<file path="src/hdl/tnba_pkg.sv">
// Package for the triangle normal best alignment block.
// Types and constants shared by the block's modules and its testbench; no dependencies.
package tnba_pkg;

	localparam int CoordW = 16;
	localparam int CrossW = 35;
	localparam int MagW   = 34;
	localparam int NormW  = 31;
	localparam int SqW    = 64;
	localparam int RootW  = 32;
	localparam int QuotW  = 16;
	localparam int ScoreW = 15;
	localparam logic [ScoreW-1:0] SatQ15 = 15'h7FFF;

	typedef logic signed [CoordW-1:0] coord_t;

	// request layouts, first field at the top bits
	typedef struct packed {
		coord_t a_x, a_y, a_z;
		coord_t b_x, b_y, b_z;
		coord_t c_x, c_y, c_z;
		logic   final_triangle;
	} tri_req_t;

	typedef struct packed {
		coord_t            normal_x, normal_y, normal_z;
		logic [ScoreW-1:0] alignment;
		logic              found;
	} mesh_res_t;

	typedef struct packed {
		logic load;
		logic norm_step;
		logic sq_step;
		logic root_step;
		logic div_start;
		logic div_step;
		logic div_save;
		logic score;
		logic update;
		logic emit;
		logic [1:0] comp;
	} tnba_cmd_t;

	typedef struct packed {
		logic zero;
		logic norm_done;
		logic root_last;
		logic div_last;
		logic final_tri;
	} tnba_sts_t;

	typedef enum logic [8:0] {
		ST_IDLE  = 9'b000000001,
		ST_NORM  = 9'b000000010,
		ST_SQ    = 9'b000000100,
		ST_ROOT  = 9'b000001000,
		ST_DIVI  = 9'b000010000,
		ST_DIV   = 9'b000100000,
		ST_SCORE = 9'b001000000,
		ST_UPD   = 9'b010000000,
		ST_OUT   = 9'b100000000
	} tnba_state_t;

endpackage

</file>
<file path="src/hdl/tnba_ctrl.sv">
// Controller state machine of the best alignment block.
// Depends on tnba_pkg; drives the datapath through tnba_cmd_t.
module tnba_ctrl import tnba_pkg::*; (
	input  logic      clk,
	input  logic      arst_n,
	input  logic      in_valid,
	output logic      in_ready,
	output logic      out_valid,
	input  logic      out_ready,
	input  tnba_sts_t sts,
	output tnba_cmd_t cmd
);
	tnba_state_t state_q;
	logic [1:0]  cnt_q;
	logic        ovalid_q;

	assign in_ready  = (state_q == ST_IDLE) && !ovalid_q;
	assign out_valid = ovalid_q;

	always_comb begin
		cmd = '0;
		cmd.comp = cnt_q;
		case (state_q)
			ST_IDLE:  cmd.load = in_valid && in_ready;
			ST_NORM:  cmd.norm_step = 1'b1;
			ST_SQ:    cmd.sq_step = 1'b1;
			ST_ROOT:  cmd.root_step = 1'b1;
			ST_DIVI:  cmd.div_start = 1'b1;
			ST_DIV: begin
				cmd.div_step = 1'b1;
				cmd.div_save = sts.div_last;
			end
			ST_SCORE: cmd.score = 1'b1;
			ST_UPD:   cmd.update = 1'b1;
			ST_OUT:   cmd.emit = 1'b1;
			default:  cmd = '0;
		endcase
	end

	always_ff @(posedge clk or negedge arst_n) begin
		if (!arst_n) begin
			state_q  <= ST_IDLE;
			cnt_q    <= '0;
			ovalid_q <= 1'b0;
		end else begin
			if (ovalid_q && out_ready) ovalid_q <= 1'b0;
			case (state_q)
				ST_IDLE: if (in_valid && in_ready) state_q <= ST_NORM;
				ST_NORM: begin
					if (sts.zero) state_q <= ST_SCORE;
					else if (sts.norm_done) state_q <= ST_SQ;
				end
				ST_SQ: begin
					state_q <= ST_ROOT;
					cnt_q   <= '0;
				end
				ST_ROOT: begin
					if (sts.root_last) begin
						state_q <= ST_DIVI;
						cnt_q   <= '0;
					end
				end
				ST_DIVI: state_q <= ST_DIV;
				ST_DIV: begin
					if (sts.div_last) begin
						if (cnt_q == 2'd2) state_q <= ST_SCORE;
						else state_q <= ST_DIVI;
						cnt_q <= cnt_q + 2'd1;
					end
				end
				ST_SCORE: state_q <= ST_UPD;
				ST_UPD: begin
					cnt_q <= '0;
					if (sts.final_tri) state_q <= ST_OUT;
					else state_q <= ST_IDLE;
				end
				ST_OUT: begin
					ovalid_q <= 1'b1;
					state_q  <= ST_IDLE;
				end
				default: state_q <= ST_IDLE;
			endcase
		end
	end

	a_one_hot: assert property (@(posedge clk) disable iff (!arst_n) $onehot(state_q))
		else $error("state not one-hot");
	a_no_accept_busy: assert property (@(posedge clk) disable iff (!arst_n)
		cmd.load |=> state_q == ST_NORM) else $error("load without start");
	a_emit_valid: assert property (@(posedge clk) disable iff (!arst_n)
		cmd.emit |=> ovalid_q) else $error("emit lost");
endmodule

</file>
<file path="config.mk">
export PLATFORM = sky130hd
export DESIGN_NAME = tnba_ctrl
export DESIGN_NICKNAME = d
export VERILOG_FILES = /design/src/hdl/tnba_pkg.sv /design/src/hdl/tnba_ctrl.sv
export SDC_FILE = /design/constraint.sdc
export NUM_CORES = 1
export LEC_CHECK = 0
export BUFFER_PORTS_ARGS = -buffer_cell sky130_fd_sc_hd__buf_2
export CAP_MARGIN = 10
export CORE_UTILIZATION = 45
export CTS_BUF_LIST = sky130_fd_sc_hd__clkbuf_16
export DETAILED_ROUTE_END_ITERATION = 16
export GPL_ROUTABILITY_DRIVEN = 0
export HOLD_SLACK_MARGIN = 0.03
export MAX_ROUTING_LAYER = met4
export PLACE_DENSITY_LB_ADDON = 0.08
export SLEW_MARGIN = 20
export SYNTH_ARGS = -nofsm -noshare
export SYNTH_HDL_FRONTEND = slang
export SYNTH_SLANG_ARGS = --single-unit
</file>
<file path="constraint.sdc">
create_clock -name clk -period 4.7 [get_ports clk]
set_input_delay 0.47 -clock clk [delete_from_list [all_inputs] [get_ports clk]]
set_output_delay 0.47 -clock clk [all_outputs]
set_load 0.1 [all_outputs]
</file>
==> results of run 1 <==
[layer usage]
layer	vias up	GRT usage	share of wire
met5	-	-	0
met4	0	0.09091	0.024
met3	6	0.03600	0.052
met2	27	0.2754	0.45
met1	367	0.3426	0.47
li1	387	-	-
[final cells by class]
cell class                 instances  share of cell area
multi-input combinational         73              0.4702
sequential                        12              0.2935
timing repair buffer              22              0.1072
clock buffer                       3             0.07308
tap                               25             0.03045
inverter                           6             0.02192
clock inverter                     1            0.003654
[placed cells by master (no fill, tap or decap), types with 3 or more instances in the layout]
| cell | n |
|---|---|
| a21o_1 | 3 |
| inv_1 | 6 |
| and4_1 | 4 |
| nor3_1 | 4 |
| nand2b_1 | 4 |
| buf_2 | 22 |
| and3_1 | 3 |
| nor2_1 | 11 |
| nor2b_1 | 3 |
| nand2_1 | 4 |
| dfrtp_1 | 11 |
| a21oi_1 | 7 |
| clkbuf_16 | 3 |
| and2_1 | 3 |
[worst paths after layout]
check	from	end	slack, ns	depth (start not counted)
max in group asynchronous	arst_n	state_q[0]	4.32	1
max	state_q[5]	cmd[0]	1.94	5
max reg2reg	state_q[4]	cnt_q[1]	2.97	4
min reg2reg	cnt_q[0]	cnt_q[0]	0.47	1
min in group clk	sts[0]	state_q[8]	0.45	2
min	arst_n	state_q[7]	0.10	1
[power groups by stage]
stage                     registers [mW]  clock network (mW)  logic (mW)
after floorplan                    0.140                   0       0.286
after CTS                          0.146               0.161       0.336
after global routing               0.149               0.168       0.356
after global placement             0.147                   0       0.333
final                              0.147               0.159       0.338
after detailed placement           0.148                   0       0.332
[stage by stage]
| step | cells | hold WS [ns] | utilization | setup slack, ns | instance area [µm²] |
|---|---|---|---|---|---|
| detailed placement | 138 | 0.3694 | 0.5493 | 2.220 | 948.4 |
| global placement | 138 | 0.3657 | 0.5493 | 2.215 | 948.4 |
| CTS | 142 | 0.1145 | 0.5949 | 1.960 | 1027 |
| floorplan | 95 | 0.1744 | - | 0.8079 | 834.6 |
| finish | 142 | 0.1039 | 0.5949 | 1.942 | 1027 |
| global route | 142 | 0.1311 | 0.5949 | 1.811 | 1027 |
[worst max-delay path: cells and delay by family, from the launching register on]
kind / cells / cell delay, ns
AOI/OAI and AO/OA: 2 / 0.24
and+or+nand+nor: 2 / 0.90
DFF: 1 / 0.47
buffers and inverters: 1 / 0.44
[state kept, by name, summed over array words and instances (netlist names)]
signal,cells
state_q,9
cnt_q,2
out_valid,1
[cells by family after synthesis]
| group | Yosys count |
|---|---|
| fa+ha+maj | 1 |
| simple gates | 50 |
| flops | 12 |
| xor+xnor | 3 |
| compound gates | 19 |
| buf+inv | 10 |
==> summary by stage, run 1 <==
STA
The final period demand of the worst path is 2.758 ns. The total count of max-transition violations in the final report is 0. Dividing the final minimum period by the clock period gives 0.5869.

In this run the tightest slew margin relative to its limit is 0.5959. The measured slew at the worst slew-check pin is 0.6015 ns. After routing, the total negative slack on setup checks comes to 0 ns. The clock arrives with 0.002747 ns of skew. The number of endpoints with negative hold slack in the final report is 0. Setup repair after global routing left no endpoint under its margin.

Timing would allow up to 0.3625 GHz. The number of failing setup endpoints in the final timing report is 0.

Route
The routed length per placed instance is 13.88 µm. The per-cell via count in the routed design is 5.542. The post-detailed-route DRC marker count is 0. The number of DRC markers after the initial detailed-route iteration is 33. The first detailed-routing pass ran for 4 iterations. The overall via count from detail_route is 787. The post-route antenna net violation count is 0. The routed design has 1.971 mm of wire.

Clock network
After clock tree synthesis, the clock-pin slew on the worst setup and hold paths is 0.04 ns. Counting the buffers created by CTS gives 3. The clock drives 12 sinks.

The cell sitting at the root of the clock tree is a clkbuf_16. TritonCTS built the clock tree. After clock tree synthesis, the setup repair step added 0 buffers. The H-tree depth reported by CTS is 1.

In this run the deepest clock path goes through 2 buffers. The number of gates resized after CTS was 0. The clock latency of the later-clocked register in the worst-skew pair is 0.24 ns. The number of hold buffers added after cts is 0.

Final layout
In the final layout, the multi-input gates occupy 483.0 µm². The growth of design area from synthesis to finish is 23.09%. The count of inserted antenna diode cells is 0. After the last flow step, the layout net total stands at 128. Summing all flip-flop and latch instances after layout gives 301.5 µm². In the final layout, the share of cells above drive strength 1 is 0.2735. Counting the fill cells in the layout gives 162.

Die
The area enclosed by the die boundary is 2031 µm². The initial utilization of the core area, before any placement, comes to 0.4833. The total number of placement rows is 15. 23 I/O pins were placed. The die is 45.07 µm tall. The floorplan step defined a core boundary enclosing 1727 µm². The floorplan step set the die width to 45.07 µm.

Pwr
The combinational power share is 0.525. In this run the power spent charging and discharging nets is 321.1 µW. The static leakage is 0.5664 nW. The net switching share of the total power is 0.4994. The power share of the sequential group is 0.228. The overall power is 643.0 µW.

The maximum vdd drop is 388.2 µV. The cell internal power dissipation is 321.9 µW. The fraction of power consumed by the clock network is 0.247. The power per cell area is 626.0 nW/µm².

Global routing
The number of global-route vias before repair was 627. The combined global-route utilization of all metal layers is 0.2201. The number of antenna violations at the first check in global routing is 0. After global routing the overflow that remains totals 0.

Entering global routing, the biggest net connects 13 pins. The wire length of the first global-routing pass is 3.042 mm.

Yosys
The cell area after technology mapping is 834.6 µm². The combinational family with the most area after synthesis is simple AND/OR/NAND/NOR gates. The cell count after synthesis is 95. The post-synthesis compound-gate area fraction came to 0.1514. The proportion of synthesized chip area in sequential cells is 0.3613. The distinct cell type count of the synthesized netlist is 39. The mux share of post-synthesis cell area is 0. The number of synthesis warnings is 0. The share of the synthesized area in the top cell type is 0.3298.

Of the total synthesized cell area, the portion taken by AND, OR, NAND and NOR gates is 0.3808. For this run, the leading register cell type out of synthesis is dfrtp_1. Synthesis produced a netlist with a net count of 105. Counting flops with a built-in enable in the synthesized netlist gives 0.

Sorting the synthesized cells by area gives the leading types as dfrtp_1 (33%), nor2_1 (4.9%), a21oi_1 (4.2%). The largest total area in the synthesized netlist belongs to dfrtp_1. Of the total synthesized cell area, the portion taken by full adders, half adders and majority gates is 0.01499. The async set-reset flop share out of synthesis is 1.000.

The mean area per synthesized cell is 8.785 µm². Counting instances in the post-synthesis netlist gives the leading cell types as dfrtp_1 (11), nor2_1 (11), a21oi_1 (7). The number of synthesized register bits is 12. The parity-gate share of the synthesized area counting xor and xnor cells is 0.03148.

Placed design
Port buffering added 22 buffers. After legalization and detailed placement, the total HPWL measured 1.436 mm.

Worst setup path
The endpoint arrival time on the critical path is 2.29 ns. Of all nets on the critical path, the largest fanout is 9. The critical path launch point type is a flip-flop.

The kind of critical path is flip-flop to primary output. STA classifies the critical path endpoint as a primary output. Traced cell by cell, the critical path runs through nor3_1, and4_1, a21oi_1, a21oi_1, buf_2. The cell at the slowest stage of the critical path is nor3_1.

By instance count, the cell type seen most on the critical path is a21oi_1. The biggest cell delay along the critical path is 0.56 ns. The data required time at the worst endpoint is 4.23 ns.

Run
The number of max-capacitance violations reported is 0.

Run status
The run finished with clean final reports.

Hold path
The worst min-delay path class is input port to asynchronous set/reset pin.
Power figures use the tool's default switching activity.
==> run 2: changes to the inputs <==
Settings changed: ABC_AREA set to 1.
Clock period 4.7 ns to 2.8 ns, I/O delays scaled along.
==> summary by stage, run 2 <==
Yosys
The number of synthesis warnings is 0. The async set-reset flop share out of synthesis is 1.000. The most used standard cell by instance count after synthesis is inv_1. The cell count after synthesis is 114.

For this run, the leading register cell type out of synthesis is dfrtp_1. After synthesis the cells add up to 835.8 µm². The number of synthesized register bits is 12.

The biggest area contributor in the post-synthesis netlist is dfrtp_1. Yosys attributes the largest share of cell area to dfrtp_1 (33%), inv_1 (12%), nand2_1 (7.2%). The distinct cell type count of the synthesized netlist is 22.

The share of synthesized area in the top cell type comes to 0.3293. The commonest cells after synthesis are inv_1 (27), nand2_1 (16), nor2_1 (14). A synthesized cell averages 7.332 µm². The synthesized design contains 0 enable-type register cells. The proportion of synthesized chip area in sequential cells is 0.3608.

Counting every net in the synthesized netlist gives 124.

STA
The sum of negative setup slack is 0 ns. The number of failing setup endpoints in the final timing report is 0. The number of endpoints with negative hold slack in the final report is 0. Headroom to the max-slew limit came out at 0.6784. In the post-route analysis, the smallest setup slack over all paths is 0.6274 ns. The final worst clock skew is 0.0008941 ns. The final period demand of the worst path is 2.173 ns. Of the available clock period, the critical path in the final layout requires 0.7759. The measured slew at the worst slew-check pin is 0.4857 ns.

Derived from the worst setup path, the maximum achievable clock frequency is 0.4603 GHz. The total count of max-transition violations in the final report is 0. Setup repair after global routing left no endpoint under its margin.

Run
The number of max-capacitance violations reported is 0.

Pwr
The static leakage is 0.6964 nW. Internal power comes to 490.0 µW. The maximum vdd drop is 744.9 µV.

The power per cell area is 875.6 nW/µm². Of the total power, the share spent switching nets is 0.4775. The overall power is 937.8 µW. The power share of the sequential group is 0.231. The fraction of power consumed by the clock network is 0.283. The share of total power dissipated in combinational logic is 0.486. The analysis attributes to net switching a power of 447.8 µW.

Clock network
The H-tree depth reported by CTS is 1. The count of cells resized by post-cts repair is 0. In this run the post-CTS setup repair buffer count came out at 0.

After clock tree synthesis, the clock-pin slew on the worst setup and hold paths is 0.04 ns. The longest clock path from root to sink contains 2 buffers. CTS placed an instance of clkbuf_16 at the clock tree root.

At the later pin of the worst-skew pair, clock insertion delay measures 0.24 ns. Clock tree synthesis inserted a total of 3 buffers. TritonCTS built the clock tree. The total number of clock tree sinks is 12.

Worst setup path
The worst setup path is captured at a primary output. Counting cells, the worst reg-to-reg path comes to 8. The critical path is of the flip-flop to primary output type. The critical path launch point type is a flip-flop. The endpoint arrival time on the critical path is 1.89 ns. At the worst endpoint, the required time is 2.52 ns. Of all nets on the critical path, the largest fanout is 4.

Final layout
Of the cells placed in the final design, the portion with a size suffix greater than 1 is 0.3546. The layout filler cell count is 165. Compared with the post-synthesis result, the final layout area differs by 28.14%.

The library cell used most frequently in the layout, excluding fill and tap cells, is inv_1. The register bank with the most flops is state_q. The count of inserted antenna diode cells is 0. For this run, the post-layout net count is 152. Summing all non-filler instances in the final layout gives an area of 1071 µm². In the layout the commonest cells are inv_1 (27), buf_2 (22), nand2_1 (16). The register with the most flip-flops in the layout has 9 of them.

Route
The final routed wirelength across all metal layers is 1.746 mm. Using the TritonRoute via totals, the vias-per-cell ratio works out to 4.512. After detailed routing, the number of remaining DRC violations is 0. The routed design uses 819 µm of met2 wire.

The overall via count from detail_route is 749. For this block, wires on met1 add up to 841 µm. The detailed-router iteration count before antenna repair is 4.

The routed length per placed instance is 10.52 µm. Summed over all nets, wire length on met3 after detailed routing comes to 57 µm. Signal routing reaches up to met4. The post-route antenna net violation count is 0. In this run, the number of DRC markers left after iteration 0 of detailed routing was 12.

Global routing
Entering global routing, the biggest net connects 13 pins. The number of antenna violations at the first check in global routing is 0. Across every metal layer, demand over resource in global routing totals 0.2031. The global-route congestion overflow total is 0.

The number of global-route vias before repair is 680. The wire length of the first global-routing pass is 2.780 mm.

Placed design
The post-place instance area is 982.2 µm². The HPWL after detailed placement is 1.444 mm. The worst slack at placement is 0.8658 ns. Port buffering added 22 buffers.

Run status
The flow ran to the end, and the final reports show no timing, DRC or antenna violations.

Die
The overall die width is 45.10 µm. The starting density of the core is 0.4841. The die outline height is 45.10 µm. The area enclosed by the die boundary is 2034 µm². The total number of placement rows is 15. 23 I/O pins were placed. In this run the standard cell core region covers 1727 µm².

Hold path
The number of stages on the worst hold path is 2. The worst hold path belongs to the class input port to flip-flop.
[run 2: cell types whose count changed after synthesis, moves of 4 or more]
cell,delta
inv_1,+21
nand2_1,+12
nand2_2,+6
nand3_2,+5
and4_1,-4
nand2b_1,-4
nand3_1,+4
nor2_4,+4
[run 2: critical path: stages (launching register included)]
cell     delay [ns]
dfrtp_1        0.41
nor3_1         0.31
nand3_2        0.18
nand2_2        0.12
nor2_4         0.05
nand3_2        0.07
nand2_1        0.05
inv_1          0.04
buf_2          0.41
[run 2: kinds of logic (layout without fill, tap and decap cells)]
family	count (synthesis)	count (layout)	share of synthesized area
AO/OA/AOI/OAI	9	9	0.06138
adder cells (fa/ha/maj)	1	1	0.01497
buffers and inverters	30	57	0.1347
flip-flops	12	12	0.3608
AND/OR/NAND/NOR	62	62	0.4282
[run 2: area by class of cell]
type / count / area (µm²) / area share
well taps: 25 / 31.28 / 0.02921
repair buffers: 23 / 120.1 / 0.1121
flip-flops and latches: 12 / 301.5 / 0.2815
multi-input cells: 72 / 426.7 / 0.3984
clock inverters: 1 / 3.754 / 0.003505
clock buffers: 3 / 75.07 / 0.07009
inverters: 30 / 112.6 / 0.1051
[run 2: through the flow]
stage	cells	hold slack (ns)	util
finish	166	0.2112	0.6203
global route	166	0.2310	0.6203
CTS	166	0.2129	0.6203
detailed placement	161	0.1810	0.5688
global placement	161	0.1789	0.5688
floorplan	114	-0.01559	-
[run 2: worst paths after layout]
| path | startpoint | endpoint | slack (ns) |
|---|---|---|---|
| setup / recovery | state_q[5] | cmd[1] | 0.63 |
| hold / removal | out_ready | out_valid | 0.21 |
| setup reg to reg | state_q[0] | state_q[6] | 1.34 |
| hold reg to reg | cnt_q[1] | cnt_q[1] | 0.52 |
| max in group asynchronous | arst_n | state_q[0] | 2.06 |
| min in group asynchronous | arst_n | out_valid | 0.46 |
[run 2: layer usage]
| layer | vias up | GRT usage |
|---|---|---|
| met1 | 327 | 0.2544 |
| met4 | 0 | 0.1091 |
| li1 | 401 | - |
| met5 | - | - |
| met3 | 3 | 0.03600 |
| met2 | 18 | 0.3101 |
[run 2: what timing repair did]
action | CTS | global route
endpoints found under the setup margin | 0 | 0
hold buffers | 1 | 0
endpoints found under the hold margin | 11 | 0
[run 2: power by group through the flow]
stage                     sequential, mW  combinational, mW  clock [mW]
after detailed placement           0.219              0.458           0
final                              0.217              0.456       0.265
after CTS                          0.217              0.460       0.267
after global routing               0.219              0.494       0.274
after global placement             0.218              0.455           0
after floorplan                    0.217              0.389           0
